## src/hw/rtl/lr_pkg.sv

```systemverilog
package lr_pkg;

  localparam int unsigned CoordW = 6;
  localparam int unsigned CharW  = 8;
  // error term spans -2*major .. 2*minor
  localparam int unsigned ErrW   = CoordW + 3;

  typedef struct packed {
    logic [CoordW-1:0] start_x;
    logic [CoordW-1:0] start_y;
    logic [CoordW-1:0] end_x;
    logic [CoordW-1:0] end_y;
    logic [CharW-1:0]  paint_char;
  } req_t;

  typedef struct packed {
    logic [CoordW-1:0] pixel_x;
    logic [CoordW-1:0] pixel_y;
    logic [CharW-1:0]  pixel_char;
    logic              last_pixel;
    logic              bad_request;
  } pix_t;

  typedef enum logic {
    StIdle,
    StRun
  } state_e;

  typedef struct packed {
    logic load;
    logic emit;
  } cmd_t;

  typedef struct packed {
    logic last;
    logic out_free;
  } status_t;

endpackage

```

## src/hw/rtl/lr_ctrl.sv

```systemverilog
module lr_ctrl (
  input  logic           clk_i,
  input  logic           rst_ni,
  input  logic           in_valid_i,
  output logic           in_stall_o,
  input  lr_pkg::status_t status_i,
  output lr_pkg::cmd_t    cmd_o
);

  lr_pkg::state_e state_q, state_d;

  always_ff @(posedge clk_i or negedge rst_ni) begin
    if (!rst_ni) begin
      state_q <= lr_pkg::StIdle;
    end else begin
      state_q <= state_d;
    end
  end

  always_comb begin
    state_d    = state_q;
    in_stall_o = 1'b1;
    cmd_o      = '0;
    case (state_q)
      lr_pkg::StIdle: begin
        in_stall_o = 1'b0;
        if (in_valid_i) begin
          cmd_o.load = 1'b1;
          state_d    = lr_pkg::StRun;
        end
      end
      lr_pkg::StRun: begin
        // advance one pixel whenever the output register can take it
        if (status_i.out_free) begin
          cmd_o.emit = 1'b1;
          if (status_i.last) begin
            state_d = lr_pkg::StIdle;
          end
        end
      end
      default: begin
        state_d = lr_pkg::StIdle;
      end
    endcase
  end

endmodule

```

## src/hw/rtl/lr_datapath.sv

```systemverilog
module lr_datapath #(
  parameter int unsigned CANVAS_SIZE = 64
) (
  input  logic            clk_i,
  input  logic            rst_ni,
  input  lr_pkg::req_t    req_i,
  input  lr_pkg::cmd_t    cmd_i,
  output lr_pkg::status_t status_o,
  output logic            out_valid_o,
  input  logic            out_stall_i,
  output lr_pkg::pix_t    out_data_o
);

  localparam int unsigned CW = lr_pkg::CoordW;
  localparam int unsigned EW = lr_pkg::ErrW;
  localparam logic [CW:0] Limit = (CW+1)'(CANVAS_SIZE);

  logic [CW:0]   dx, dy;
  logic          bad, xmaj;
  logic [CW-1:0] major, minor;
  logic [EW-1:0] inc_min, inc_both, err0;

  logic [CW-1:0]     x_q, y_q, cnt_q;
  logic [EW-1:0]     err_q, inc_min_q, inc_both_q;
  logic              xmaj_q, bad_q;
  logic [lr_pkg::CharW-1:0] char_q;
  logic              out_valid_q, out_valid_d;
  lr_pkg::pix_t      out_q, pix;
  logic              step_minor;

  always_comb begin
    dx   = {1'b0, req_i.end_x} - {1'b0, req_i.start_x};
    dy   = {1'b0, req_i.end_y} - {1'b0, req_i.start_y};
    bad  = dx[CW] || dy[CW] ||
           ({1'b0, req_i.start_x} >= Limit) || ({1'b0, req_i.start_y} >= Limit) ||
           ({1'b0, req_i.end_x} >= Limit) || ({1'b0, req_i.end_y} >= Limit);
    xmaj = dy[CW-1:0] < dx[CW-1:0];
    major = xmaj ? dx[CW-1:0] : dy[CW-1:0];
    minor = xmaj ? dy[CW-1:0] : dx[CW-1:0];
    inc_min  = {2'b00, minor, 1'b0};
    inc_both = inc_min - {2'b00, major, 1'b0};
    err0     = inc_min - {3'b000, major};
  end

  // minor axis steps when the error term is not negative
  assign step_minor = !err_q[EW-1];

  always_ff @(posedge clk_i) begin
    if (cmd_i.load) begin
      x_q        <= req_i.start_x;
      y_q        <= req_i.start_y;
      cnt_q      <= major;
      err_q      <= err0;
      inc_min_q  <= inc_min;
      inc_both_q <= inc_both;
      xmaj_q     <= xmaj;
      bad_q      <= bad;
      char_q     <= req_i.paint_char;
    end else if (cmd_i.emit) begin
      cnt_q <= cnt_q - CW'(1);
      err_q <= err_q + (step_minor ? inc_both_q : inc_min_q);
      if (xmaj_q) begin
        x_q <= x_q + CW'(1);
        if (step_minor) y_q <= y_q + CW'(1);
      end else begin
        y_q <= y_q + CW'(1);
        if (step_minor) x_q <= x_q + CW'(1);
      end
    end
  end

  always_comb begin
    if (bad_q) begin
      pix             = '0;
      pix.last_pixel  = 1'b1;
      pix.bad_request = 1'b1;
    end else begin
      pix.pixel_x     = x_q;
      pix.pixel_y     = y_q;
      pix.pixel_char  = char_q;
      pix.last_pixel  = (cnt_q == '0);
      pix.bad_request = 1'b0;
    end
  end

  always_comb begin
    if (cmd_i.emit) begin
      out_valid_d = 1'b1;
    end else if (!out_stall_i) begin
      out_valid_d = 1'b0;
    end else begin
      out_valid_d = out_valid_q;
    end
  end

  always_ff @(posedge clk_i or negedge rst_ni) begin
    if (!rst_ni) begin
      out_valid_q <= 1'b0;
    end else begin
      out_valid_q <= out_valid_d;
    end
  end

  always_ff @(posedge clk_i) begin
    if (cmd_i.emit) begin
      out_q <= pix;
    end
  end

  assign status_o.last     = bad_q || (cnt_q == '0);
  assign status_o.out_free = !out_valid_q || !out_stall_i;
  assign out_valid_o       = out_valid_q;
  assign out_data_o        = out_q;

endmodule

```

## src/hw/rtl/line_rasterizer.sv

```systemverilog
// The request is first loaded into the step unit's registers; each pixel is then registered
// into the output register. A line of n pixels is one load, then one pixel per cycle from the
// error-term step unit while the output does not stall; a refused request gives one bad_request item.
// Output stalls hold the step unit; the next request is taken while the last pixel waits.
// Reset (rst_ni low, asynchronous) returns the controller to idle and empties the output.
module line_rasterizer #(
  parameter int unsigned CANVAS_SIZE = 64
) (
  input  logic         clk_i,
  input  logic         rst_ni,
  input  logic         in_valid_i,
  output logic         in_stall_o,
  input  lr_pkg::req_t in_data_i,
  output logic         out_valid_o,
  input  logic         out_stall_i,
  output lr_pkg::pix_t out_data_o
);

  lr_pkg::cmd_t    cmd;
  lr_pkg::status_t status;

  lr_ctrl u_ctrl (
    .clk_i      (clk_i),
    .rst_ni     (rst_ni),
    .in_valid_i (in_valid_i),
    .in_stall_o (in_stall_o),
    .status_i   (status),
    .cmd_o      (cmd)
  );

  lr_datapath #(
    .CANVAS_SIZE (CANVAS_SIZE)
  ) u_datapath (
    .clk_i       (clk_i),
    .rst_ni      (rst_ni),
    .req_i       (in_data_i),
    .cmd_i       (cmd),
    .status_o    (status),
    .out_valid_o (out_valid_o),
    .out_stall_i (out_stall_i),
    .out_data_o  (out_data_o)
  );

endmodule

```

## config.mk

```make
export PLATFORM = sky130hd
export DESIGN_NAME = line_rasterizer
export DESIGN_NICKNAME = d
export VERILOG_FILES = /design/src/hw/rtl/lr_pkg.sv /design/src/hw/rtl/lr_ctrl.sv /design/src/hw/rtl/lr_datapath.sv /design/src/hw/rtl/line_rasterizer.sv
export SDC_FILE = /design/constraint.sdc
export NUM_CORES = 1
export LEC_CHECK = 0
export BUFFER_PORTS_ARGS = -buffer_cell sky130_fd_sc_hd__buf_2
export CELL_PAD_IN_SITES_DETAIL_PLACEMENT = 2
export CELL_PAD_IN_SITES_GLOBAL_PLACEMENT = 2
export CORE_MARGIN = 5
export CORE_UTILIZATION = 41
export DETAILED_ROUTE_END_ITERATION = 12
export HOLD_SLACK_MARGIN = 0.02
export PLACE_DENSITY = 0.95
export SLEW_MARGIN = 25
export SYNTH_ARGS = -nofsm -noshare
export SYNTH_HDL_FRONTEND = slang
export SYNTH_SLANG_ARGS = --single-unit
export TNS_END_PERCENT = 100
```

## constraint.sdc

```tcl
create_clock -name clk_i -period 4.35 [get_ports clk_i]
set_input_delay 0.87 -clock clk_i [delete_from_list [all_inputs] [get_ports clk_i]]
set_output_delay 0.87 -clock clk_i [all_outputs]
set_load 0.01 [all_outputs]
```

==> flow_metrics.env, run 1 <==
export IMPL_synth_distinct_cells=58
export IMPL_haltStage="4_1_cts"
export IMPL_die_h_um=116
export IMPL_synth_edf_count=71
export IMPL_synth_ff_type="edfxtp_1"
export IMPL_place_gp_congestion=0.872
export IMPL_dp_slack_ns=-0.987
export IMPL_status="did not finish"
export IMPL_yosysTopAreaCell="edfxtp_1"
export IMPL_clock_sinks=73
export IMPL_synth_cells=441
export IMPL_ys_ff_latch=73
export IMPL_synth_top_area_share=0.459
export IMPL_numPortBuffers=59
export IMPL_cts_buffers=9
export IMPL_cts_setup_buffers=16
export IMPL_synth_fp_nets=512
export IMPL_synth_most_common_cell="edfxtp_1"
export IMPL_fp_dieW_um=116
export IMPL_ys_warn_count=0
export IMPL_rows=38
export IMPL_yosysSeqAreaShare=0.470
export IMPL_post_cts_resized=53
export IMPL_cts_root_buf="clkbuf_16"
export IMPL_syn_area_per_cell_um2=10.5
export IMPL_synthTopCellsByCount="71 x edfxtp_1, 40 x nor2_1, 39 x inv_1"
export IMPL_yosys_top_cells_area="edfxtp_1 46%, ha_1 8.3%, nor2b_1 3.4%"
export IMPL_start_util=0.423
export IMPL_synthesis_area_um2=4650
export IMPL_placed_cells=702
export IMPL_cts_buffer_depth=2
export IMPL_pin_count=60
export IMPL_cts_htree_levels=3
export IMPL_synth_async_sr_flop_share=0.0274
export IMPL_error="[ERROR DPL-0033] detailed placement checks failed during check placement."
export IMPL_cts_hold_buf=0
export IMPL_dpl_hpwl_um=15700
logic make-up after synthesis:
family          Yosys count  share of synthesized area
simple gates            134                      0.136
compound gates           95                      0.140
flops                    73                      0.470
buf+inv                  53                     0.0442
fa+ha+maj                39                      0.110
xor+xnor                 33                     0.0654
mux                      14                     0.0345
metrics by stage:
step / hold WS (ns) / instance area (um2)
floorplan: 0.471 / 4760
global placement: 0.481 / 5720
detailed placement: 0.532 / 5720
==> inputs of run 2 (changes only) <==
- CELL_PAD_IN_SITES_DETAIL_PLACEMENT: 2 -> unset
- CELL_PAD_IN_SITES_GLOBAL_PLACEMENT: 2 -> unset
- CORE_UTILIZATION: 41 -> 40
- HOLD_SLACK_MARGIN: 0.02 -> unset
- PLACE_DENSITY: 0.95 -> unset
- PLACE_DENSITY_LB_ADDON: unset -> 0.15
==> run 2 against run 1 <==
  * The flow now finishes, with violations (negative setup slack)
  * Area after synthesis unchanged
  * Synthesized cell count stayed put
==> flow_metrics.env, run 2 <==
export IMPL_start_util=0.407
export IMPL_cts_htree_levels=3
export IMPL_critical_path_depth=21
export IMPL_yosys_top_cells_area="edfxtp_1 46%, ha_1 8.3%, nor2b_1 3.4%"
export IMPL_antenna_found_initial=0
export IMPL_numPortBuffers=59
export IMPL_synth_fp_nets=512
export IMPL_worstSkewPairLatency_ns=0.33
export IMPL_critPathTopFamily="adder cells"
export IMPL_grt_overflow_total=0
export IMPL_place_gp_congestion=0.855
export IMPL_required_ns=4.55
export IMPL_syn_to_final_growth_pct=38.9
export IMPL_synthesis_area_um2=4650
export IMPL_finalCritPeriodShare=1.03
export IMPL_min_path_type="input pin to async pin"
export IMPL_yosysTopAreaCell="edfxtp_1"
export IMPL_multi_input_area_um2=2530
export IMPL_seq_area_um2=2180
export IMPL_regToRegSetupSlack_ns=1.52
export IMPL_reg2reg_from="u_datapath.err_q[8]"
export IMPL_finalSetupTns_ns=-0.401
export IMPL_clock_fmax_mhz=223
export IMPL_rr_endpoint="u_datapath.err_q[8]"
export IMPL_fin_crit_ns=4.48
export IMPL_fin_util=0.565
export IMPL_fin_area_um2=6460
export IMPL_maxCapViolCount=0
export IMPL_final_nets=671
export IMPL_synth_ff_type="edfxtp_1"
export IMPL_drt_iter0_drc=176
export IMPL_slew_violations=0
export IMPL_critPathLaunch="in_data_i[14]"
export IMPL_track_usage=0.165
export IMPL_antenna_cells=0
export IMPL_reg2reg_depth=11
export IMPL_fillers=1019
export IMPL_placed_cells=702
export IMPL_pin_count=60
export IMPL_crit_arrival_ns=4.69
export IMPL_totalPowerFinal_mw=4.28
export IMPL_leakage_nw=2.75
export IMPL_p_per_area_nw_per_um2=664
export IMPL_die_h_um=118
export IMPL_clock_sinks=73
export IMPL_drc=0
export IMPL_worst_path_buf_inv=5
export IMPL_synth_edf_count=71
export IMPL_cts_tree="done"
export IMPL_synth_async_sr_flop_share=0.0274
export IMPL_final_cell_mix="96 x buf_4, 71 x edfxtp_1, 57 x buf_2"
export IMPL_largest_register_ffs=22
export IMPL_synth_top_area_share=0.459
export IMPL_slowest_stage="fa_2"
export IMPL_grt_pass1_wl_um=18400
export IMPL_hold_ws_ns=0.309
export IMPL_grt_max_degree=30
export IMPL_dpl_hpwl_um=8430
export IMPL_yosysSeqAreaShare=0.470
export IMPL_dpl_cell_area_um2=5700
export IMPL_finalWirelength_um=11600
export IMPL_ys_ff_latch=73
export IMPL_setup_slack_ns=-0.135
export IMPL_wire_per_inst_um=15.6
export IMPL_ys_warn_count=0
export IMPL_cp_start_kind="input pin"
export IMPL_die_area_um2=13900
export IMPL_cts_buffer_depth=2
export IMPL_cts_root_buf="clkbuf_16"
export IMPL_syn_area_per_cell_um2=10.5
export IMPL_final_common_cell="buf_4"
export IMPL_rows=39
export IMPL_critPathMaxStageDelay_ns=0.42
export IMPL_synthTopCellsByCount="71 x edfxtp_1, 40 x nor2_1, 39 x inv_1"
export IMPL_slew_headroom=0.335
export IMPL_hold_viol=0
export IMPL_core_area_um2=11400
export IMPL_vias=3719
export IMPL_cts_buffers=9
export IMPL_crit_end="u_datapath.err_q[6]"
export IMPL_cts_hold_buf=0
export IMPL_grt_setup_unrepaired="true"
export IMPL_vdd_drop_max_mv=0.289
export IMPL_status="finished, violations left"
export IMPL_drt_vias_per_instance=4.97
export IMPL_worst_pin_slew_ns=0.987
export IMPL_grt_pass1_vias=3746
export IMPL_fp_dieW_um=118
export IMPL_endpoint_kind="flop"
export IMPL_finClkSkew_ns=0.00709
export IMPL_crit_path_max_fanout=5
export IMPL_finalNonFillerCells=748
export IMPL_ant_nets=0
export IMPL_firstDrtPassIters=4
export IMPL_setup_violations=5
export IMPL_synth_distinct_cells=58
export IMPL_path_class="input pin to flop"
export IMPL_synth_most_common_cell="edfxtp_1"
export IMPL_violations="negative setup slack"
export IMPL_drive_gt1_frac=0.400
export IMPL_synth_cells=441
export IMPL_crit_chain="buf_8 > inv_12 > ha_4 > inv_2 > fa_2 > xor2_2 > inv_2 > ha_4 > nand2_2 > o21a_1 > maj3_2 > a21oi_4 > inv_4 > mux2i_4 > fa_2 > a21oi_4 > maj3_2 > mux2i_2 > a22o_1 > a2111o_1 > nand3_1"
export IMPL_clk_pin_slew_ns=0.06
export IMPL_dp_slack_ns=-0.474
## run 2: cell counts after synthesis
Identical to the previous run, type by type.
## run 2: area by class of cell
type / instances / share of cell area
Multi-Input combinational cell: 315 / 0.392
Sequential cell: 73 / 0.338
Timing Repair Buffer: 160 / 0.169
Clock buffer: 9 / 0.0349
Tap cell: 143 / 0.0277
Inverter: 41 / 0.0262
Clock inverter: 7 / 0.0128
## run 2: kinds of logic after synthesis
group / count (synthesis) / synth area share
DFF: 73 / 0.470
AOI/OAI and AO/OA: 95 / 0.140
adders and majority gates: 39 / 0.110
muxes: 14 / 0.0345
buffers and inverters: 53 / 0.0442
xor gates and xnor gates: 33 / 0.0654
and+or+nand+nor: 134 / 0.136
## run 2: routing by layer
| metal | share of wire | global-route usage | up-vias | routed length (um) |
|---|---|---|---|---|
| li1 | - | - | 1882 | - |
| met1 | 0.45 | 0.214 | 1734 | 5280 |
| met2 | 0.49 | 0.273 | 85 | 5670 |
| met3 | 0.036 | 0.0336 | 18 | 418 |
| met4 | 0.023 | 0.0573 | 0 | 269 |
| met5 | 0 | 0 | - | 0 |
## run 2: worst min path at each step
| stage | to | slack, ns |
|---|---|---|
| finish | u_ctrl.state_q | 0.31 |
| global route | u_ctrl.state_q | 0.30 |
| CTS | u_ctrl.state_q | 0.30 |
| detailed placement | u_datapath.out_valid_o | 0.49 |
| global placement | u_datapath.out_valid_o | 0.49 |
| floorplan | u_datapath.out_data_o[0] | 0.47 |
## run 2: report_power, final
group,switching [mW],internal (mW),leakage (nW)
registers,0.141,1.15,0.705
clock network,0.315,0.454,0.145
logic,1.13,1.09,1.90
## run 2: repair_timing
item	CTS	global route
resized for setup	21	27
setup buffers	23	8
endpoints found under the setup margin	4	9
hold endpoints to repair	0	0
pin swaps	4	25
## run 2: worst register-to-register path, delay by kind of cell, from the launching register on
family	cells	cell delay (ns)
AO/OA/AOI/OAI	7	1.14
flip-flops	1	0.63
multiplexers	1	0.34
adder cells (fa/ha/maj)	1	0.27
XOR/XNOR	1	0.13
buffers and inverters	1	0.07
Note: power is estimated with default switching activity, not from simulation.
